<file path="src/rtl/core/mva_pkg.sv">
`default_nettype none
package mva_pkg;
	localparam int MAX_CHIPS = 4;
	localparam int VOICES_PER_CHIP = 8;
	localparam int CHANNELS = 16;

	typedef enum logic [2:0] {
		OP_NOTE_ON = 3'd0,
		OP_NOTE_OFF = 3'd1,
		OP_ALL_OFF = 3'd2,
		OP_BEND = 3'd3,
		OP_PROGRAM = 3'd4
	} op_t;

	typedef enum logic [1:0] {
		CMD_STOP = 2'd0,
		CMD_START = 2'd1,
		CMD_RETUNE = 2'd2
	} cmd_t;

	localparam logic CFG_ACTIVE_CHIPS = 1'b0;
	localparam logic CFG_BANK_READY = 1'b1;

	typedef enum logic [2:0] {
		K_OFF = 3'd0,
		K_ON = 3'd1,
		K_ALL = 3'd2,
		K_BEND = 3'd3,
		K_NONE = 3'd4,
		K_PROG = 3'd5
	} kind_t;

	typedef struct packed {
		kind_t kind;
		logic all;
		logic [3:0] channel;
		logic [6:0] note;
		logic [6:0] velocity;
		logic [13:0] bend;
		logic [6:0] program_value;
	} job_t;
endpackage
`default_nettype wire

</file>
<file path="src/rtl/core/mva_front.sv">
`default_nettype none
module mva_front (
	input wire clk,
	input wire arst_n,
	input wire in_valid,
	output logic in_ready,
	input wire [2:0] operation,
	input wire [3:0] channel,
	input wire all_channels,
	input wire [6:0] note,
	input wire [6:0] velocity,
	input wire [13:0] bend,
	input wire [6:0] program_value,
	input wire bank_ready,
	output logic job_valid,
	input wire job_ready,
	output mva_pkg::job_t job
);
	import mva_pkg::*;
	job_t q_q [2];
	logic wp_q, rp_q;
	logic [1:0] cnt_q;
	job_t cls;
	logic chan_ok, push, pop;

	assign chan_ok = ({1'b0, channel} < 5'(CHANNELS));
	always_comb begin
		cls = '{kind: K_NONE, all: all_channels, channel: channel, note: note,
			velocity: velocity, bend: bend, program_value: program_value};
		case (operation)
			OP_NOTE_ON: if (chan_ok && bank_ready) cls.kind = (velocity == 7'd0) ? K_OFF : K_ON;
			OP_NOTE_OFF: if (chan_ok) cls.kind = K_OFF;
			OP_ALL_OFF: cls.kind = K_ALL;
			OP_BEND: if (chan_ok) cls.kind = K_BEND;
			OP_PROGRAM: if (chan_ok) cls.kind = K_PROG;
			default: cls.kind = K_NONE;
		endcase
		if (!chan_ok && operation == OP_ALL_OFF && !all_channels) cls.kind = K_NONE;
	end

	assign in_ready = (cnt_q != 2'd2);
	assign push = in_valid && in_ready;
	assign job_valid = (cnt_q != 2'd0);
	assign pop = job_valid && job_ready;
	assign job = q_q[rp_q];

	always_ff @(posedge clk) begin
		if (push) q_q[wp_q] <= cls;
	end
	always_ff @(posedge clk or negedge arst_n) begin
		if (!arst_n) begin
			wp_q <= 1'b0;
			rp_q <= 1'b0;
			cnt_q <= 2'd0;
		end else begin
			if (push) wp_q <= ~wp_q;
			if (pop) rp_q <= ~rp_q;
			cnt_q <= cnt_q + 2'(push) - 2'(pop);
		end
	end

	a_cnt: assert property (@(posedge clk) disable iff (!arst_n) cnt_q <= 2'd2)
		else $error("queue overflow");
	a_full: assert property (@(posedge clk) disable iff (!arst_n)
		(cnt_q == 2'd2) |-> !in_ready) else $error("full queue accepts");
	a_empty: assert property (@(posedge clk) disable iff (!arst_n)
		(cnt_q == 2'd0) |-> !job_valid) else $error("empty queue valid");
endmodule
`default_nettype wire

</file>
<file path="src/rtl/core/mva_back.sv">
`default_nettype none
module mva_back (
	input wire clk,
	input wire arst_n,
	input wire job_valid,
	output logic job_ready,
	input mva_pkg::job_t job,
	input wire [5:0] capacity,
	input wire clear,
	output logic out_valid,
	input wire out_ready,
	output logic [1:0] command,
	output logic [4:0] voice,
	output logic [3:0] out_channel,
	output logic [6:0] out_note,
	output logic [6:0] out_velocity,
	output logic [6:0] out_program,
	output logic [13:0] out_bend,
	output logic last
);
	import mva_pkg::*;
	localparam int SLOTS = MAX_CHIPS * VOICES_PER_CHIP;
	localparam int SW = (SLOTS > 1) ? $clog2(SLOTS) : 1;

	typedef enum logic [4:0] {
		S_IDLE = 5'b00001,
		S_SCAN = 5'b00010,
		S_EMIT = 5'b00100,
		S_START = 5'b01000,
		S_WAIT = 5'b10000
	} state_t;

	state_t state_q;
	job_t job_q;
	logic [SLOTS-1:0] used_q;
	logic [3:0] sch_q [SLOTS];
	logic [6:0] snote_q [SLOTS];
	logic [31:0] sstamp_q [SLOTS];
	logic [31:0] age_q;
	logic [13:0] cbend_q [CHANNELS];
	logic [6:0] cprog_q [CHANNELS];
	logic [5:0] idx_q;
	logic found_q, free_q;
	logic [SW-1:0] best_q;
	logic [31:0] oldest_q;
	logic pend_q;
	logic [1:0] pcmd_q;
	logic [SW-1:0] pv_q;
	logic [3:0] pch_q;
	logic [13:0] pbend_q;
	logic [SW-1:0] iv;
	logic [3:0] cidx;
	logic hit, ob_free, at_end, xfer;

	assign iv = idx_q[SW-1:0];
	assign cidx = job_q.channel[$clog2(CHANNELS > 1 ? CHANNELS : 2)-1:0];
	assign at_end = (idx_q + 6'd1 >= capacity);
	assign ob_free = !out_valid || out_ready;
	assign job_ready = (state_q == S_IDLE);

	// A stop or retune found in a scan is held until the next match or the end of the scan
	// shows whether it is the final command of the item.
	assign xfer = pend_q && ob_free && (state_q != S_SCAN || hit);

	always_comb begin
		hit = 1'b0;
		case (job_q.kind)
			K_OFF: hit = used_q[iv] && sch_q[iv] == job_q.channel && snote_q[iv] == job_q.note;
			K_ALL: hit = job_q.all || (used_q[iv] && sch_q[iv] == job_q.channel);
			K_BEND: hit = used_q[iv] && sch_q[iv] == job_q.channel;
			default: hit = 1'b0;
		endcase
	end

	always_ff @(posedge clk) begin
		if (job_valid && job_ready) job_q <= job;
		if (xfer) begin
			command <= pcmd_q;
			voice <= 5'(pv_q);
			out_channel <= pch_q;
			out_note <= (pcmd_q == CMD_START) ? job_q.note : 7'd0;
			out_velocity <= (pcmd_q == CMD_START) ? job_q.velocity : 7'd0;
			out_program <= (pcmd_q == CMD_START) ? cprog_q[cidx] : 7'd0;
			out_bend <= pbend_q;
		end
	end

	always_ff @(posedge clk or negedge arst_n) begin
		if (!arst_n) begin
			state_q <= S_IDLE;
			used_q <= '0;
			age_q <= '0;
			out_valid <= 1'b0;
			last <= 1'b0;
			pend_q <= 1'b0;
			idx_q <= '0;
			found_q <= 1'b0;
			free_q <= 1'b0;
			best_q <= '0;
			oldest_q <= '0;
			pcmd_q <= '0;
			pv_q <= '0;
			pch_q <= '0;
			pbend_q <= '0;
			for (int i = 0; i < SLOTS; i++) begin
				sch_q[i] <= '0;
				snote_q[i] <= '0;
				sstamp_q[i] <= '0;
			end
			for (int c = 0; c < CHANNELS; c++) begin
				cbend_q[c] <= '0;
				cprog_q[c] <= '0;
			end
		end else if (clear) begin
			used_q <= '0;
			age_q <= '0;
			for (int i = 0; i < SLOTS; i++) begin
				sch_q[i] <= '0;
				snote_q[i] <= '0;
				sstamp_q[i] <= '0;
			end
			for (int c = 0; c < CHANNELS; c++) begin
				cbend_q[c] <= '0;
				cprog_q[c] <= '0;
			end
		end else begin
			if (out_valid && out_ready) out_valid <= 1'b0;
			if (xfer) begin
				out_valid <= 1'b1;
				pend_q <= 1'b0;
			end
			case (state_q)
				S_IDLE: if (job_valid) begin
					idx_q <= '0;
					found_q <= 1'b0;
					free_q <= 1'b0;
					if (job.kind == K_PROG) cprog_q[job.channel] <= job.program_value;
					else if (job.kind != K_NONE) state_q <= S_SCAN;
				end
				S_SCAN: if (!pend_q || !hit || ob_free) begin
					if (job_q.kind == K_NONE) state_q <= S_IDLE;
					if (job_q.kind == K_BEND && idx_q == '0) cbend_q[cidx] <= job_q.bend;
					if (job_q.kind == K_ON) begin
						if (!free_q) begin
							if (!used_q[iv]) begin
								free_q <= 1'b1;
								found_q <= 1'b1;
								best_q <= iv;
							end else if (!found_q || sstamp_q[iv] < oldest_q) begin
								found_q <= 1'b1;
								best_q <= iv;
								oldest_q <= sstamp_q[iv];
							end
						end
						if (at_end) state_q <= S_EMIT;
						else idx_q <= idx_q + 6'd1;
					end else begin
						if (hit) begin
							pend_q <= 1'b1;
							pv_q <= iv;
							pcmd_q <= (job_q.kind == K_BEND) ? CMD_RETUNE : CMD_STOP;
							pch_q <= (job_q.kind == K_BEND) ? job_q.channel :
								(used_q[iv] ? sch_q[iv] : 4'd0);
							pbend_q <= (job_q.kind == K_BEND) ? job_q.bend : 14'd0;
							found_q <= 1'b1;
							if (job_q.kind != K_BEND) used_q[iv] <= 1'b0;
							if (job_q.kind != K_BEND) begin
								sch_q[iv] <= '0;
								snote_q[iv] <= '0;
								sstamp_q[iv] <= '0;
							end
						end
						if (at_end) state_q <= S_WAIT;
						else idx_q <= idx_q + 6'd1;
					end
				end
				S_EMIT: if (!pend_q || ob_free) begin
					pend_q <= 1'b1;
					pv_q <= best_q;
					pcmd_q <= CMD_STOP;
					pch_q <= used_q[best_q] ? sch_q[best_q] : 4'd0;
					pbend_q <= 14'd0;
					used_q[best_q] <= 1'b1;
					sch_q[best_q] <= job_q.channel;
					snote_q[best_q] <= job_q.note;
					sstamp_q[best_q] <= age_q + 32'd1;
					age_q <= age_q + 32'd1;
					state_q <= S_START;
				end
				S_START: if (!pend_q || ob_free) begin
					pend_q <= 1'b1;
					pcmd_q <= CMD_START;
					pch_q <= job_q.channel;
					pbend_q <= cbend_q[cidx];
					state_q <= S_WAIT;
				end
				S_WAIT: if (!pend_q || ob_free) begin
					state_q <= S_IDLE;
				end
				default: state_q <= S_IDLE;
			endcase
			if (xfer)
				last <= (state_q == S_WAIT) || (state_q == S_START && pcmd_q == CMD_START);
		end
	end

	a_onehot: assert property (@(posedge clk) disable iff (!arst_n) $onehot(state_q))
		else $error("state not one-hot");
	a_ready: assert property (@(posedge clk) disable iff (!arst_n)
		job_ready |-> (state_q == S_IDLE)) else $error("ready outside idle");
	a_hold: assert property (@(posedge clk) disable iff (!arst_n)
		(out_valid && !out_ready) |=> out_valid) else $error("result dropped");
endmodule
`default_nettype wire

</file>
<file path="src/rtl/core/midi_voice_allocator.sv">
`default_nettype none
// MIDI voice allocator with oldest-voice stealing.
// Events enter on in_valid/in_ready with one field per port. A two-entry
// queue separates the classifier from the slot engine, so the input side
// can take events while the engine works.
// The engine scans slots one per cycle unless a match waits on a stalled
// output. A note-on scans, then steps through emit, start and wait; other
// scans go on to wait. Program changes and ignored events skip the scan.
// Results leave through a registered output on out_valid/out_ready; "last"
// marks the final command of an event. A stop or retune found in a scan is
// held until the next match or the end of the scan. A stalled receiver holds
// the output register and the scan waits on it, so nothing is lost.
// Configuration writes use cfg_valid/cfg_ready with cfg_index and cfg_data:
// index 0 sets active_chips (clamped), index 1 sets bank_ready. A change of
// chip count clears all voice and channel state.
// Reset clears all voices, bends, programs and the age counter, selects
// one chip and marks the bank not ready.
module midi_voice_allocator (
	input wire clk,
	input wire arst_n,
	input wire in_valid,
	output logic in_ready,
	input wire [2:0] operation,
	input wire [3:0] channel,
	input wire all_channels,
	input wire [6:0] note,
	input wire [6:0] velocity,
	input wire signed [13:0] bend,
	input wire [6:0] program_value,
	input wire cfg_valid,
	output logic cfg_ready,
	input wire cfg_index,
	input wire [2:0] cfg_data,
	output logic out_valid,
	input wire out_ready,
	output logic [1:0] command,
	output logic [4:0] voice,
	output logic [3:0] out_channel,
	output logic [6:0] out_note,
	output logic [6:0] out_velocity,
	output logic [6:0] out_program,
	output logic signed [13:0] out_bend,
	output logic last
);
	import mva_pkg::*;
	logic [2:0] chips_q;
	logic bank_q, clear;
	logic [2:0] want;
	logic job_valid, job_ready;
	job_t job;
	logic [5:0] capacity;
	logic [13:0] ob;

	assign cfg_ready = 1'b1;
	always_comb begin
		want = cfg_data;
		if (want == 3'd0) want = 3'd1;
		if ({1'b0, want} > 4'(MAX_CHIPS)) want = 3'(MAX_CHIPS);
	end
	assign clear = cfg_valid && cfg_index == CFG_ACTIVE_CHIPS && want != chips_q;
	assign capacity = 6'(int'(chips_q) * VOICES_PER_CHIP);

	always_ff @(posedge clk or negedge arst_n) begin
		if (!arst_n) begin
			chips_q <= 3'd1;
			bank_q <= 1'b0;
		end else if (cfg_valid) begin
			if (cfg_index == CFG_ACTIVE_CHIPS) chips_q <= want;
			else bank_q <= cfg_data[0];
		end
	end

	mva_front u_front (
		.clk, .arst_n, .in_valid, .in_ready, .operation, .channel, .all_channels,
		.note, .velocity, .bend(bend), .program_value, .bank_ready(bank_q),
		.job_valid, .job_ready, .job
	);

	mva_back u_back (
		.clk, .arst_n, .job_valid, .job_ready, .job, .capacity, .clear,
		.out_valid, .out_ready, .command, .voice, .out_channel, .out_note,
		.out_velocity, .out_program, .out_bend(ob), .last
	);
	assign out_bend = ob;
endmodule
`default_nettype wire

</file>
<file path="config.mk">
export PLATFORM = sky130hd
export DESIGN_NAME = midi_voice_allocator
export DESIGN_NICKNAME = d
export VERILOG_FILES = /design/src/rtl/core/mva_pkg.sv /design/src/rtl/core/mva_front.sv /design/src/rtl/core/mva_back.sv /design/src/rtl/core/midi_voice_allocator.sv
export SDC_FILE = /design/constraint.sdc
export NUM_CORES = 2
export LEC_CHECK = 0
export ABC_CLOCK_PERIOD_IN_PS = 6650
export BUFFER_PORTS_ARGS = -buffer_cell sky130_fd_sc_hd__buf_2
export CORE_ASPECT_RATIO = 2
export CORE_MARGIN = 2
export CORE_UTILIZATION = 40
export CTS_CLUSTER_SIZE = 16
export DETAILED_ROUTE_END_ITERATION = 12
export SKIP_LAST_GASP = 1
export SYNTH_ARGS = -nofsm -noshare
export SYNTH_HDL_FRONTEND = slang
export SYNTH_SLANG_ARGS = --single-unit
</file>
<file path="constraint.sdc">
create_clock -name clk -period 6.65 [get_ports clk]
set_input_delay 1.33 -clock clk [delete_from_list [all_inputs] [get_ports clk]]
set_output_delay 1.33 -clock clk [all_outputs]
set_load 0.01 [all_outputs]
</file>
==> summary.md <==
| Metric | Value |
|---|---|
| Residual DRC | `0` |
| Die Area | `234900 sq um` |
| Post-DP HPWL | `246000 microns` |
| Routed WL | `361700 microns` |
| Hold-fix buffers at CTS | `0` |
| Layout Utilization | `45.61%` |
| Sw power | `9.197 mW` |
| Post-layout instance area | `104700 sq um` |
| Tightest Pin Transition | `1.388 ns` |
| Pre-antenna DRT Iters | `8` |
| Area grow syn2layout | `13.44%` |
| Final GP Congestion | `1.022` |
| Critical path type | `reg2reg` |
| Synth Flop Type | `dfrtp_1` |
| Reg-to-reg slack, setup | `0.48 ns` |
| Die Width | `343.7 microns` |
| Vias | `67140` |
| Clock power share | `36.6%` |
| CP arrival | `6.92 ns` |
| Filler instances | `20230` |
| Antenna violations before repair | `22` |
| Top cells by area, synth | `dfrtp_1 50%, mux4_2 9.6%, a22o_1 7.2%` |
| First-pass GRT wire length | `521900 microns` |
| Final setup viols | `0` |
| Num Clock Sinks | `2030` |
| Slew margin rel. | `4.795%` |
| Die Ht | `683.4 microns` |
| Reg2reg end | `u_back.oldest_q[29]` |
| EDFF count, synth | `168` |
| Largest net degree at the start of global routing | `178` |
| PwrDens | `289.9 nW/um^2` |
| CTS H-tree depth | `4` |
| Post-Syn Instances | `6946` |
| Initial DRC Count | `7220` |
| Yosys reg bits | `2030` |
| Synth cell types | `92` |
| Number of max-cap violations | `0` |
| Setup TNS | `0 ns` |
| Register area | `51650 sq um` |
| Setup Fix Bufs, Post-CTS | `0` |
| Initial Util | `40.20%` |
| Vias in the first global route | `70880` |
| CTS tree | `built` |
| Max clock buf depth | `4` |
| Nets@finish | `7045` |
| Highest clock rate | `162.0 MHz` |
| CTS clk-pin slew, worst paths | `0.07 ns` |
| Via density | `6.636` |
| Final WS setup | `0.4772 ns` |
| Area of the multi-input gates | `38100 sq um` |
| Num rows | `249` |
| Leakage | `45.57 nW` |
| Post-synth ARST share | `91.72%` |
| CP endpoint kind | `flip-flop` |
| Share of layout cells above drive strength 1 | `20.46%` |
| Max VDD drop | `0.2650 mV` |
| Post-cts sizing count | `0` |
| Critical Path RT | `7.40 ns` |
| Setup WS pre-CTS | `0.7642 ns` |
| Detail Route Antenna Nets | `0` |
| Max Fanout on Critical Path | `37` |
| Min Tclk post-route | `6.173 ns` |
| Seq pwr share | `44.6%` |
| Reg-to-reg startpoint | `u_back.idx_q[0]` |
| Tot GR Track Use | `30.80%` |
| R2R cell count | `17` |
| Switching Fraction | `30.29%` |
| Dominant cell type by area after synthesis | `dfrtp_1` |
| Crit share post-route | `92.82%` |
| Register area share after synthesis | `55.94%` |
| Grt ovf | `0` |
| Fin. Hold Viols | `0` |
| Internal power | `21.16 mW` |
| Top Ports | `102` |
| Post-Syn Area | `92310 sq um` |
| Placed Instance Area | `98660 sq um` |
| RSZ-0062 raised after global routing | `no` |
| Skew final | `0.05050 ns` |
| Syn_area_per_cell | `13.29 sq um` |
| Combinational share of power | `18.8%` |
| Total power draw | `30.36 mW` |
| Startpoint type of the worst setup path | `flip-flop` |
| Synth top area share | `50.42%` |
| Yosys Warn Count | `0` |
| Status | `completed` |
| Later-pin clock latency in the skew report | `0.88 ns` |
| Synthesized Nets | `7040` |
| CP Launch Point | `u_back.idx_q[0]` |
| Routed wire length per instance | `35.75 microns` |
| CORE AREA | `229600 sq um` |
| Num CTS Buffers | `185` |
| Buffers on Ports | `100` |
| CTS Root Cell | `clkbuf_16` |
| HP Class | `in2async` |
| Max-slew violation count | `0` |
| Crit path capture | `u_back.oldest_q[29]` |
==> Yosys cell counts (all sizes together), types with 34 or more instances <==
cell and n:
a22oi 66, nand2 501, nor4 41, mux2 94
inv 73, edfxtp 168, ha 42, o22ai 144
nand3 136, nor2 161, o21ai 198, mux4 393
clkbuf 386, nand4 34, mux2i 506, o2bb2ai 500
buf 303, and2 40, a32o 130, dfrtp 1860
a21oi 58, a22o 763, xor2 36
==> layout make-up <==
type                            instances  area share, %
Sequential cell                      2030          49.32
Timing Repair Buffer                  507          4.660
Multi-Input combinational cell       4152          36.38
Clock inverter                         64         0.6954
Antenna cell                           13        0.03106
Tap cell                             3012          3.599
Clock buffer                          265          5.038
Inverter                               75         0.2712
==> metrics by stage <==
step,std cells,hold slack [ns]
after global placement,9775,0.4262
after CTS,10100,0.4359
after detailed placement,9775,0.4359
after global routing,10110,0.4570
final,10120,0.4010
after floorplan,6946,0.4194
==> sequential cells by signal, indices dropped and copies added (netlist names), 7 cells and up <==
name / count
u_back.sstamp_q: 1024
u_back.cprog_q: 112
u_back.oldest_q: 32
u_back.pbend_q: 14
u_front.q_q: 86
u_back.out_velocity: 7
u_back.job_q: 32
u_back.cbend_q: 224
u_back.snote_q: 224
u_back.out_bend: 14
u_back.age_q: 32
u_back.out_note: 7
u_back.sch_q: 128
u_back.out_program: 7
u_back.used_q: 32
==> how the worst min path moves through the flow <==
| stage | from | endpoint | slack (ns) | depth (start not counted) |
|---|---|---|---|---|
| finish | arst_n | u_back.cbend_q[133] | 0.40 | 1 |
| global route | arst_n | u_back.cbend_q[133] | 0.46 | 1 |
| CTS | arst_n | u_back.cbend_q[133] | 0.44 | 1 |
| detailed placement | u_back.pbend_q[1] | u_back.out_bend[1] | 0.44 | 0 |
| global placement | u_back.pbend_q[2] | u_back.out_bend[2] | 0.43 | 0 |
| floorplan | u_back.pbend_q[0] | u_back.out_bend[0] | 0.42 | 0 |
==> power by group through the flow <==
stage / combinational (mW) / sequential [mW] / clock, mW
after floorplan: 3.61 / 13.5 / 0
after global placement: 5.64 / 13.8 / 0
after detailed placement: 5.67 / 13.8 / 0
after CTS: 5.68 / 13.5 / 11.2
after global routing: 5.99 / 13.6 / 11.7
final: 5.70 / 13.6 / 11.1
==> layout by cell type (no fill, tap or decap), types with 54 or more instances in the layout <==
cell | netlist | layout
clkbuf_16 | 0 | 189
o2bb2ai_1 | 500 | 500
nand3_1 | 136 | 136
dfrtp_1 | 1860 | 1854
inv_1 | 73 | 71
nor2_1 | 161 | 121
nand2_1 | 495 | 493
a32o_1 | 130 | 130
mux2_2 | 87 | 87
a22o_1 | 763 | 761
o22ai_1 | 131 | 123
a22oi_1 | 66 | 66
buf_2 | 218 | 99
buf_4 | 32 | 302
o21ai_0 | 180 | 180
mux4_2 | 393 | 393
edfxtp_1 | 168 | 168
a21oi_1 | 56 | 54
buf_12 | 0 | 105
mux2i_1 | 506 | 506
==> critical path, stage by stage, from the launching register on <==
cell and delay, ns:
dfrtp_4 0.85, buf_12 0.38, mux4_2 0.54, mux2i_1 1.08
o22a_1 0.25, o211ai_1 0.18, ha_1 0.25, a211oi_1 0.19
o21ai_0 0.15, nand4_1 0.14, nand2_1 0.08, or3_1 0.32
a31oi_1 0.39, buf_4 0.19, nor2b_1 0.07, nor4_4 0.26
buf_12 0.25, mux2_2 0.37
==> cells by family after synthesis <==
family          share of synthesized area (%)
fa+ha+maj                              0.5692
mux                                     16.22
other cells                          0.004062
xor+xnor                               0.5977
flops                                   55.94
simple gates                            5.350
compound gates                          17.75
buf+inv                                 3.565
==> per-layer routing <==
metal | part of all wire (%) | GRT usage [%]
met1 | 32 | 31.86
met3 | 7.5 | 6.928
met5 | 0.018 | 0
met2 | 48 | 50.05
met4 | 13 | 31.34
Power figures use the tool's default switching activity.
